$ cat config.mk
export PLATFORM = sky130hd
export DESIGN_NAME = ir_pulse_distance_transmitter
export DESIGN_NICKNAME = d
export VERILOG_FILES = /design/src/sv/irpdt_pkg.sv /design/src/sv/irpdt_shifter.sv /design/src/sv/ir_pulse_distance_transmitter.sv
export SDC_FILE = /design/constraint.sdc
export NUM_CORES = 1
export LEC_CHECK = 0
export ABC_AREA = 1
export BUFFER_PORTS_ARGS = -buffer_cell sky130_fd_sc_hd__buf_2
export CAP_MARGIN = 20
export CORE_MARGIN = 3
export CORE_UTILIZATION = 40
export CTS_BUF_LIST = sky130_fd_sc_hd__clkbuf_8
export DETAILED_ROUTE_END_ITERATION = 10
export GPL_TIMING_DRIVEN = 0
export PLACE_DENSITY = 0.67
export SETUP_SLACK_MARGIN = 0.15
export SLEW_MARGIN = 20
export SYNTH_ARGS = -nofsm -noshare
export SYNTH_HDL_FRONTEND = slang
export SYNTH_HIERARCHICAL = 1
export SYNTH_SLANG_ARGS = --single-unit
$ cat constraint.sdc
create_clock -name clk -period 5.1 [get_ports clk]
set_input_delay 1.02 -clock clk [delete_from_list [all_inputs] [get_ports clk]]
set_output_delay 1.02 -clock clk [all_outputs]
set_load 0.01 [all_outputs]
$ cat src/sv/irpdt_pkg.sv
// Shared types and constants for the infrared pulse-distance transmitter.
// Used by the top level and the frame byte shifter; depends on nothing.
package irpdt_pkg;

  localparam int unsigned MAX_FRAME_BYTES_DEF = 16;

  localparam int unsigned TIME_W = 16;
  localparam int unsigned GAP_W  = 20;
  localparam int unsigned DATA_W = 8;
  localparam int unsigned CFG_ADDR_W = 3;

  // Register indexes on the configuration port.
  localparam logic [CFG_ADDR_W-1:0] REG_LEADER_MARK  = 3'd0;
  localparam logic [CFG_ADDR_W-1:0] REG_LEADER_SPACE = 3'd1;
  localparam logic [CFG_ADDR_W-1:0] REG_HEADER_MARK  = 3'd2;
  localparam logic [CFG_ADDR_W-1:0] REG_ONE_SPACE    = 3'd3;
  localparam logic [CFG_ADDR_W-1:0] REG_ZERO_SPACE   = 3'd4;
  localparam logic [CFG_ADDR_W-1:0] REG_BIT_MARK     = 3'd5;
  localparam logic [CFG_ADDR_W-1:0] REG_GAP          = 3'd6;

  // Reset timing in microseconds.
  localparam logic [TIME_W-1:0] RST_LEADER_MARK  = 16'd9000;
  localparam logic [TIME_W-1:0] RST_LEADER_SPACE = 16'd4500;
  localparam logic [TIME_W-1:0] RST_HEADER_MARK  = 16'd600;
  localparam logic [TIME_W-1:0] RST_ONE_SPACE    = 16'd1650;
  localparam logic [TIME_W-1:0] RST_ZERO_SPACE   = 16'd540;
  localparam logic [TIME_W-1:0] RST_BIT_MARK     = 16'd540;
  localparam logic [GAP_W-1:0]  RST_GAP          = 20'd500000;

  // Input operation codes (in tuser).
  localparam logic OP_TICK = 1'b0;
  localparam logic OP_LOAD = 1'b1;

  // Bit positions in the result word.
  localparam int unsigned OUT_CARRIER  = 0;
  localparam int unsigned OUT_BUSY     = 1;
  localparam int unsigned OUT_DONE     = 2;
  localparam int unsigned OUT_REJECTED = 3;
  localparam int unsigned OUT_FLDS     = 4;
  localparam int unsigned OUT_W        = 8;

  typedef enum logic [8:0] {
    PH_IDLE        = 9'b000000001,
    PH_LEADER_MARK = 9'b000000010,
    PH_LEADER_SPC  = 9'b000000100,
    PH_HEADER_MARK = 9'b000001000,
    PH_BIT_SPACE   = 9'b000010000,
    PH_BIT_MARK    = 9'b000100000,
    PH_GAP         = 9'b001000000,
    PH_FETCH_WAIT  = 9'b010000000,
    PH_FETCH_LOAD  = 9'b100000000
  } phase_t;

  // Control from the sequencer to the byte shifter.
  typedef struct packed {
    logic wr_en;
    logic load;
    logic shift;
  } shf_ctl_t;

  function automatic logic is_mark(input phase_t ph);
    return (ph == PH_LEADER_MARK) || (ph == PH_HEADER_MARK) || (ph == PH_BIT_MARK);
  endfunction

endpackage

$ cat src/sv/irpdt_shifter.sv
// Frame byte store with a registered read port and the bit shift register
// that serializes the current byte LSB first. Depends on irpdt_pkg.
module irpdt_shifter #(
  parameter int unsigned DEPTH = irpdt_pkg::MAX_FRAME_BYTES_DEF,
  parameter int unsigned IDX_W = 4
) (
  input  logic                         clk,
  input  irpdt_pkg::shf_ctl_t          ctl,
  input  logic [IDX_W-1:0]             wr_addr,
  input  logic [irpdt_pkg::DATA_W-1:0] wr_data,
  input  logic [IDX_W-1:0]             rd_addr,
  output logic                         fetch_bit,
  output logic                         next_bit
);

  logic [irpdt_pkg::DATA_W-1:0] mem [DEPTH];
  logic [irpdt_pkg::DATA_W-1:0] rd_r;
  logic [irpdt_pkg::DATA_W-1:0] sh_r;

  always_ff @(posedge clk) begin
    if (ctl.wr_en) begin
      mem[wr_addr] <= wr_data;
    end
    rd_r <= mem[rd_addr];
  end

  // Load a fresh byte, or drop the bit just sent.
  always_ff @(posedge clk) begin
    if (ctl.load) begin
      sh_r <= rd_r;
    end else if (ctl.shift) begin
      sh_r <= {1'b0, sh_r[irpdt_pkg::DATA_W-1:1]};
    end
  end

  assign fetch_bit = rd_r[0];
  assign next_bit  = sh_r[1];

endmodule

$ cat src/sv/ir_pulse_distance_transmitter.sv
// Infrared pulse-distance frame transmitter: top level with the segment
// sequencer, timing registers and result register. Depends on irpdt_pkg
// and irpdt_shifter.
//
// Each input word is either a one-microsecond tick or a frame byte load
// (in_tuser); the load with in_tlast starts the frame. Every accepted word
// yields one result word. After a tick that opens a new byte of the frame,
// the input stalls in the fetch-wait and fetch-load states while the byte
// is read from the frame store into the bit shift register. Timing
// registers may only be written while no frame is running. The frame store
// has no reset; entries are read only after they were loaded.
module ir_pulse_distance_transmitter #(
  parameter int unsigned MAX_FRAME_BYTES = irpdt_pkg::MAX_FRAME_BYTES_DEF
) (
  input  logic                             clk,
  input  logic                             rst_n,
  input  logic                             in_tvalid,
  output logic                             in_tready,
  input  logic [irpdt_pkg::DATA_W-1:0]     in_tdata,   // [7:0] data_byte
  input  logic                             in_tlast,   // last_byte
  input  logic                             in_tuser,   // [0] operation
  output logic                             out_tvalid,
  input  logic                             out_tready,
  // [0] carrier_enable, [1] busy_res, [2] frame_done, [3] load_rejected
  output logic [irpdt_pkg::OUT_W-1:0]      out_tdata,
  input  logic                             cfg_valid,
  output logic                             cfg_ready,
  input  logic [irpdt_pkg::CFG_ADDR_W-1:0] cfg_addr,
  input  logic [irpdt_pkg::GAP_W-1:0]      cfg_data
);

  localparam int unsigned CNT_W = $clog2(MAX_FRAME_BYTES + 1);
  localparam int unsigned IDX_W = (MAX_FRAME_BYTES > 1) ? $clog2(MAX_FRAME_BYTES) : 1;
  localparam int unsigned TW = irpdt_pkg::TIME_W;
  localparam int unsigned GW = irpdt_pkg::GAP_W;

  logic [TW-1:0] leader_mark_r, leader_space_r, header_mark_r;
  logic [TW-1:0] one_space_r, zero_space_r, bit_mark_r;
  logic [GW-1:0] gap_r;

  irpdt_pkg::phase_t phase_r, phase_nxt;
  logic [GW-1:0]     dur_r, dur_nxt;
  logic [CNT_W-1:0]  cnt_r, cnt_nxt;
  logic [CNT_W-1:0]  idx_r, idx_nxt;
  logic [2:0]        bit_r, bit_nxt;
  logic              out_vld_r, out_vld_nxt;
  logic [irpdt_pkg::OUT_FLDS-1:0] out_r, out_nxt;

  irpdt_pkg::shf_ctl_t ctl;
  logic fetch_bit, next_bit;
  logic acc, fetching;
  logic carrier, busy, done, rejected;

  assign cfg_ready = 1'b1;

  always_ff @(posedge clk) begin
    if (!rst_n) begin
      leader_mark_r  <= irpdt_pkg::RST_LEADER_MARK;
      leader_space_r <= irpdt_pkg::RST_LEADER_SPACE;
      header_mark_r  <= irpdt_pkg::RST_HEADER_MARK;
      one_space_r    <= irpdt_pkg::RST_ONE_SPACE;
      zero_space_r   <= irpdt_pkg::RST_ZERO_SPACE;
      bit_mark_r     <= irpdt_pkg::RST_BIT_MARK;
      gap_r          <= irpdt_pkg::RST_GAP;
    end else if (cfg_valid) begin
      case (cfg_addr)
        irpdt_pkg::REG_LEADER_MARK:  leader_mark_r  <= cfg_data[TW-1:0];
        irpdt_pkg::REG_LEADER_SPACE: leader_space_r <= cfg_data[TW-1:0];
        irpdt_pkg::REG_HEADER_MARK:  header_mark_r  <= cfg_data[TW-1:0];
        irpdt_pkg::REG_ONE_SPACE:    one_space_r    <= cfg_data[TW-1:0];
        irpdt_pkg::REG_ZERO_SPACE:   zero_space_r   <= cfg_data[TW-1:0];
        irpdt_pkg::REG_BIT_MARK:     bit_mark_r     <= cfg_data[TW-1:0];
        irpdt_pkg::REG_GAP:          gap_r          <= cfg_data;
        default: ;
      endcase
    end
  end

  assign fetching  = (phase_r == irpdt_pkg::PH_FETCH_WAIT) ||
                     (phase_r == irpdt_pkg::PH_FETCH_LOAD);
  assign in_tready = !fetching && (!out_vld_r || out_tready);
  assign acc       = in_tvalid && in_tready;

  always_comb begin
    phase_nxt = phase_r;
    dur_nxt   = dur_r;
    cnt_nxt   = cnt_r;
    idx_nxt   = idx_r;
    bit_nxt   = bit_r;
    ctl       = '0;
    carrier   = 1'b0;
    busy      = 1'b0;
    done      = 1'b0;
    rejected  = 1'b0;

    if (phase_r == irpdt_pkg::PH_FETCH_WAIT) begin
      // store read is in flight
      phase_nxt = irpdt_pkg::PH_FETCH_LOAD;
    end else if (phase_r == irpdt_pkg::PH_FETCH_LOAD) begin
      ctl.load  = 1'b1;
      phase_nxt = irpdt_pkg::PH_BIT_SPACE;
      dur_nxt   = GW'(fetch_bit ? one_space_r : zero_space_r);
    end else if (acc) begin
      if (in_tuser == irpdt_pkg::OP_LOAD) begin
        if (phase_r != irpdt_pkg::PH_IDLE || cnt_r >= CNT_W'(MAX_FRAME_BYTES)) begin
          rejected = 1'b1;
        end else begin
          ctl.wr_en = 1'b1;
          cnt_nxt   = cnt_r + 1'b1;
          if (in_tlast) begin
            idx_nxt   = '0;
            bit_nxt   = '0;
            phase_nxt = irpdt_pkg::PH_LEADER_MARK;
            dur_nxt   = GW'(leader_mark_r);
          end
        end
        carrier = irpdt_pkg::is_mark(phase_nxt);
        busy    = phase_nxt != irpdt_pkg::PH_IDLE;
      end else if (phase_r != irpdt_pkg::PH_IDLE) begin
        carrier = irpdt_pkg::is_mark(phase_r);
        busy    = 1'b1;
        if (dur_r > GW'(1)) begin
          dur_nxt = dur_r - 1'b1;
        end else begin
          case (phase_r)
            irpdt_pkg::PH_LEADER_MARK: begin
              phase_nxt = irpdt_pkg::PH_LEADER_SPC;
              dur_nxt   = GW'(leader_space_r);
            end
            irpdt_pkg::PH_LEADER_SPC: begin
              phase_nxt = irpdt_pkg::PH_HEADER_MARK;
              dur_nxt   = GW'(header_mark_r);
            end
            irpdt_pkg::PH_HEADER_MARK: begin
              phase_nxt = irpdt_pkg::PH_FETCH_WAIT;
            end
            irpdt_pkg::PH_BIT_SPACE: begin
              phase_nxt = irpdt_pkg::PH_BIT_MARK;
              dur_nxt   = GW'(bit_mark_r);
            end
            irpdt_pkg::PH_BIT_MARK: begin
              if (bit_r == 3'd7) begin
                bit_nxt = '0;
                idx_nxt = idx_r + 1'b1;
                if (idx_nxt >= cnt_r) begin
                  phase_nxt = irpdt_pkg::PH_GAP;
                  dur_nxt   = gap_r;
                end else begin
                  phase_nxt = irpdt_pkg::PH_FETCH_WAIT;
                end
              end else begin
                // next bit of the same byte
                bit_nxt   = bit_r + 1'b1;
                ctl.shift = 1'b1;
                phase_nxt = irpdt_pkg::PH_BIT_SPACE;
                dur_nxt   = GW'(next_bit ? one_space_r : zero_space_r);
              end
            end
            irpdt_pkg::PH_GAP: begin
              done      = 1'b1;
              phase_nxt = irpdt_pkg::PH_IDLE;
              dur_nxt   = '0;
              cnt_nxt   = '0;
              idx_nxt   = '0;
              bit_nxt   = '0;
            end
            default: ;
          endcase
        end
      end
    end
  end

  always_comb begin
    out_nxt = out_r;
    out_vld_nxt = out_vld_r;
    if (acc) begin
      out_vld_nxt = 1'b1;
      out_nxt[irpdt_pkg::OUT_CARRIER]  = carrier;
      out_nxt[irpdt_pkg::OUT_BUSY]     = busy;
      out_nxt[irpdt_pkg::OUT_DONE]     = done;
      out_nxt[irpdt_pkg::OUT_REJECTED] = rejected;
    end else if (out_tready) begin
      out_vld_nxt = 1'b0;
    end
  end

  always_ff @(posedge clk) begin
    if (!rst_n) begin
      phase_r   <= irpdt_pkg::PH_IDLE;
      dur_r     <= '0;
      cnt_r     <= '0;
      idx_r     <= '0;
      bit_r     <= '0;
      out_vld_r <= 1'b0;
    end else begin
      phase_r   <= phase_nxt;
      dur_r     <= dur_nxt;
      cnt_r     <= cnt_nxt;
      idx_r     <= idx_nxt;
      bit_r     <= bit_nxt;
      out_vld_r <= out_vld_nxt;
    end
  end

  always_ff @(posedge clk) begin
    out_r <= out_nxt;
  end

  assign out_tvalid = out_vld_r;
  assign out_tdata  = {{(irpdt_pkg::OUT_W - irpdt_pkg::OUT_FLDS){1'b0}}, out_r};

  irpdt_shifter #(
    .DEPTH (MAX_FRAME_BYTES),
    .IDX_W (IDX_W)
  ) u_shifter (
    .clk       (clk),
    .ctl       (ctl),
    .wr_addr   (cnt_r[IDX_W-1:0]),
    .wr_data   (in_tdata),
    .rd_addr   (idx_r[IDX_W-1:0]),
    .fetch_bit (fetch_bit),
    .next_bit  (next_bit)
  );

endmodule

# After elaboration in Yosys (flattened, before gate mapping)
# Memory sizes are Yosys's and may differ from the RTL's. A register that Yosys moved wholly into a read port is not among the register bits.
# Cells that the tools add are included.
dict set report word_totals {
  word_cells 176
  mem_count 1
  out_inout_bits 11
  ramBits 128
  romBits 0
  reg_bits 171
  inputBits 38
  latchBits 0
}
# memory words word_bits read_ports rd_clocked_by_memory_dff wr line
set mem_list {}
lappend mem_list {u_shifter.mem 16 8 1 1 1 irpdt_shifter.sv:16} ;# logic [irpdt_pkg::DATA_W-1:0] mem [DEPTH];
dict set report op_classes {
  reduce_logical 44
  div 0
  n_eq_ne 29
  n_shift 0
  order_cmp 3
  mux 71
  add_sub_neg 4
  n_mul 0
  bitwise 5
}
# operator count
set ops {}
lappend ops {{$mux W20} 9}
lappend ops {{$mux W9} 13}
lappend ops {{$pmux W20 S5} 1}
lappend ops {{$mux W5} 11}
lappend ops {{$pmux W9 S6} 1}
lappend ops {{$mux W16} 2}
lappend ops {{$mux W8} 3}
lappend ops {{$mux W1} 22}
lappend ops {{$mux W3} 7}
lappend ops {{$gt A20 B1 Y1 const B} 1}
lappend ops {{$sub A20 B1 Y20 const B} 1}
lappend ops {{$eq A9 B2 Y1 const B} 2}
lappend ops {{$eq A9 B4 Y1 const B} 2}
lappend ops {{$eq A9 B6 Y1 const B} 2}
lappend ops {{$ne A9 B1 Y1 const B} 2}
lappend ops {{$reduce_bool A8 Y1} 2}
lappend ops {{$reduce_and A2 Y1} 7}
lappend ops {{$reduce_and A7 Y1} 2}
lappend ops {{$eq A3 B3 Y1 const B} 4}
lappend ops {{$reduce_and A4 Y1} 3}
lappend ops {{$add A5 B1 Y5 const B} 2}
lappend ops {{$pmux W5 S2} 1}
lappend ops {{$reduce_bool A2 Y1} 5}
lappend ops {{$eq A9 B3 Y1 const B} 1}
lappend ops {{other kinds (29)} 50}

# Logic depth before layout (Yosys ltp)
dict set report logic_depth {
  depth_word 12
  depth_mapped 17
  mapped_depth_nobuf 16
}

# Hierarchy
# The synthesis kept the hierarchy.
# mod cells_each area_each_um2 seq_area_each_um2 instances
set modules_own_cells {}
lappend modules_own_cells {ir_pulse_distance_transmitter 1438 9076.2 3303.2 1}
lappend modules_own_cells {irpdt_shifter 581 6073.3 4214.0 1}

# Least setup slack after synthesis
# Ideal clock, no wire load.
dict set report synth_path {
  path_type {input-to-reg}
  startpoint {in in_tuser}
  endpoint {mem u_shifter/mem[12][0] (netlist bit) (enable)}
  path_buffers 3
  setup_time_ps 370
  t_arrival_ps 2726
  path_slack_ps 2003
  path_stages 7
  required_ps 4730
  cell_sequence {buf_2 clkbuf_1 clkbuf_1 nand2_1 nor3_1 nand3_1 nor2_1}
}
# item line
set synth_rtl {}
lappend synth_rtl {{from (decl)} ir_pulse_distance_transmitter.sv:21} ;# input logic in_tuser,
lappend synth_rtl {{to (decl)} irpdt_shifter.sv:16}

==> out/qor.yml <==
p_leak_nw: 7.75
endpoint_kind: "flip-flop"
combPwrFrac_pct: 16.5
placed_cells: 2568
setup.worst_path.start_class: "input pin"
p_switching_mw: 1.75
seq_power_share_pct: 46.3
vias_per_cell: 5.21
drc: 0
grt_max_degree: 17
hold_class: "flip-flop to flip-flop"
io_pins: 49
fin_setup_tns_ns: 0
cts_tree: "built"
drive_gt1_share_pct: 9.50
power_mw: 5.85
cp.required_ns: 5.33
num_vias: 13900
die_w_um: 201
row_count: 70
drt_iter0_drc: 1496
clockBufferDepth: 3
overflow: 0
area_growth_pct: 12.4
ir_drop_uv: 255
grt_pass1_vias: 12900
nNetsFinal: 2166
worst_pin_slew_ns: 1.05
start_util_pct: 41.0
ys_top_cells_by_count: "nand2_1, nor2_1, nand3_1"
postCtsSetupBuffers: 0
swShare_pct: 30.0
core_area_sq_um: 37000
final_cells: 2662
grt_antenna_before_repair: 0
yosys.area.top_type: "edfxtp_1"
cts-resized-gates: 0
wl_mm: 45.8
ys_types: 40
min_period_ns: 3.54
pwr-share-clk_pct: 37.2
post-route-cell-area_sq_um: 17000
fill_cells: 3706
track_usage_pct: 22.2
post-route-period-util_pct: 69.3
syn_inst: 2019
synth_edf_count: 139
gp_congestion: 0.918
die_area_sq_um: 40200
synth_top_area_share_pct: 27.6
synth.most_common_cell: "nand2_1"
fin_worst_skew_ns: 0.0315
dr.pass1.iters: 6
root_buffer: "clkbuf_8"
post_drt_wl_per_cell_um: 17.2
seq_area_sq_um: 7520
syn_avg_cell_area_sq_um: 7.50
cp_max_fo: 10
synth.area.top_cells: "edfxtp_1, dfxtp_1, nand2_1, nand3_1, nor2_1"
rsz0062_at_grt: "no"
cell_internal_pwr_mw: 4.09
clock_latency_ns: 0.61
fp.dieH_um: 201
cts_htree_levels: 2
dp_hpwl_mm: 33.3
status: "finished clean"
synth_top_flop_cell: "dfxtp_1"
slew_headroom_pct: 29.5
path_clk_slew_ns: 0.06
multiInputGateArea_sq_um: 6300
n_antenna_cell: 0
synth_area_sq_um: 15100
power_density_nw_per_um2: 343
ant_nets: 0
port_buffers: 42
placed_cell_area_sq_um: 16000
final-max-slew-violation-count: 0
cts_hold_buffers: 0
arrival_ns: 3.76
path_class: "input pin to flip-flop"
synth-async-reset-ratio_pct: 0
cts_num_sinks: 306
grt_pass1_wl_mm: 71.7
cts_buffers: 51
synth_seq_cells: 306
yosysSeqAreaShare_pct: 49.6
max_cap_violations: 0
yosys_warnings: 6
hold_viol: 0
timing.fmax_ghz: 0.283
setup_viol: 0
## stage by stage
| stage | setup slack (ns) | hold slack [ns] | util [%] |
|---|---|---|---|
| 3_3_place_gp | 1.07 | 0.439 | 43.3 |
| 4_1_cts | 1.67 | 0.460 | 46.1 |
| 6_report | 1.56 | 0.460 | 46.1 |
| 3_5_place_dp | 1.01 | 0.445 | 43.3 |
| 2_1_floorplan | 2.00 | 0.424 | - |
| 5_1_grt | 1.37 | 0.489 | 46.1 |
## final timing paths
check / from / to / slack [ns] / depth (start not counted)
worst min register to register: header_mark_r[4]$_SDFFE_PN1P_ / header_mark_r[4]$_SDFFE_PN1P_ / 0.46 / 2
worst max-delay path: in_tuser / u_shifter/mem[11][2]$_DFFE_PP_ / 1.56 / 7
worst min-delay path: header_mark_r[4]$_SDFFE_PN1P_ / header_mark_r[4]$_SDFFE_PN1P_ / 0.46 / 2
worst max register to register: phase_r[2]$_SDFFE_PP0P_ / u_shifter/mem[11][2]$_DFFE_PP_ / 1.75 / 10
## logic make-up after synthesis
kind of cell | Yosys count | share of synthesized area [%]
simple gates | 1170 | 32.9
buf+inv | 319 | 8.84
flops | 306 | 49.6
compound gates | 193 | 6.55
xor+xnor | 12 | 0.694
fa+ha+maj | 11 | 0.908
mux | 6 | 0.396
other cells | 2 | 0.0496
## metal layers
metal	wire, um	track usage [%]	vias up
li1	-	-	6696
met5	0	0	-
met3	4100	3.52	94
met1	19700	31.0	6440
met4	1400	7.35	0
met2	20600	35.4	646
## power by group through the flow
stage	combinational [mW]	clock, mW	sequential [mW]
after global routing	1.07	2.34	2.71
final	0.964	2.18	2.71
after global placement	0.932	0	2.75
after detailed placement	0.942	0	2.76
after floorplan	0.643	0	2.74
after CTS	0.947	2.22	2.70
## placed cells by master (no fill, tap or decap), drive strengths merged
master and instances:
nand2 538, nor2 327, nand3 260, inv 239
dfxtp 167, edfxtp 139, o21ai 138, clkbuf 111
buf 85, a21oi 43, nand4 24, clkinv 17
nor3 13, ha 11, xor2 9, mux2i 6
o211ai 5, conb 5, or2 4, a31oi 4
xnor2 3, nand3b 3, a21boi 2, bufinv 2
nor4 1, o311ai 1, clkinvlp 1
## critical path, stage by stage
cell and delay (ns):
buf_2 0.23, clkbuf_1 0.43, clkbuf_1 0.45, nand2_1 0.10, nor3_1 0.46, nand3b_1 0.23, nor2_1 0.84
## registers in the layout, summed over array words and instances, names as in the netlist, 9 cells and up
| name | cells |
|---|---|
| bit_mark_r | 16 |
| dur_r | 20 |
| gap_r | 20 |
| header_mark_r | 16 |
| leader_mark_r | 16 |
| leader_space_r | 16 |
| one_space_r | 16 |
| phase_r | 9 |
| u_shifter/mem | 128 |
| zero_space_r | 16 |
## final cells by class
type	instances	area share, %
Buffer	96	2.93
Tap cell	504	3.70
Multi-Input combinational cell	1397	37.0
Inverter	223	4.93
Sequential cell	306	44.1
Timing Repair Buffer	42	1.23
Clock buffer	58	4.69
Clock inverter	36	1.38
No activity file was read; power rests on OpenSTA's default activity.
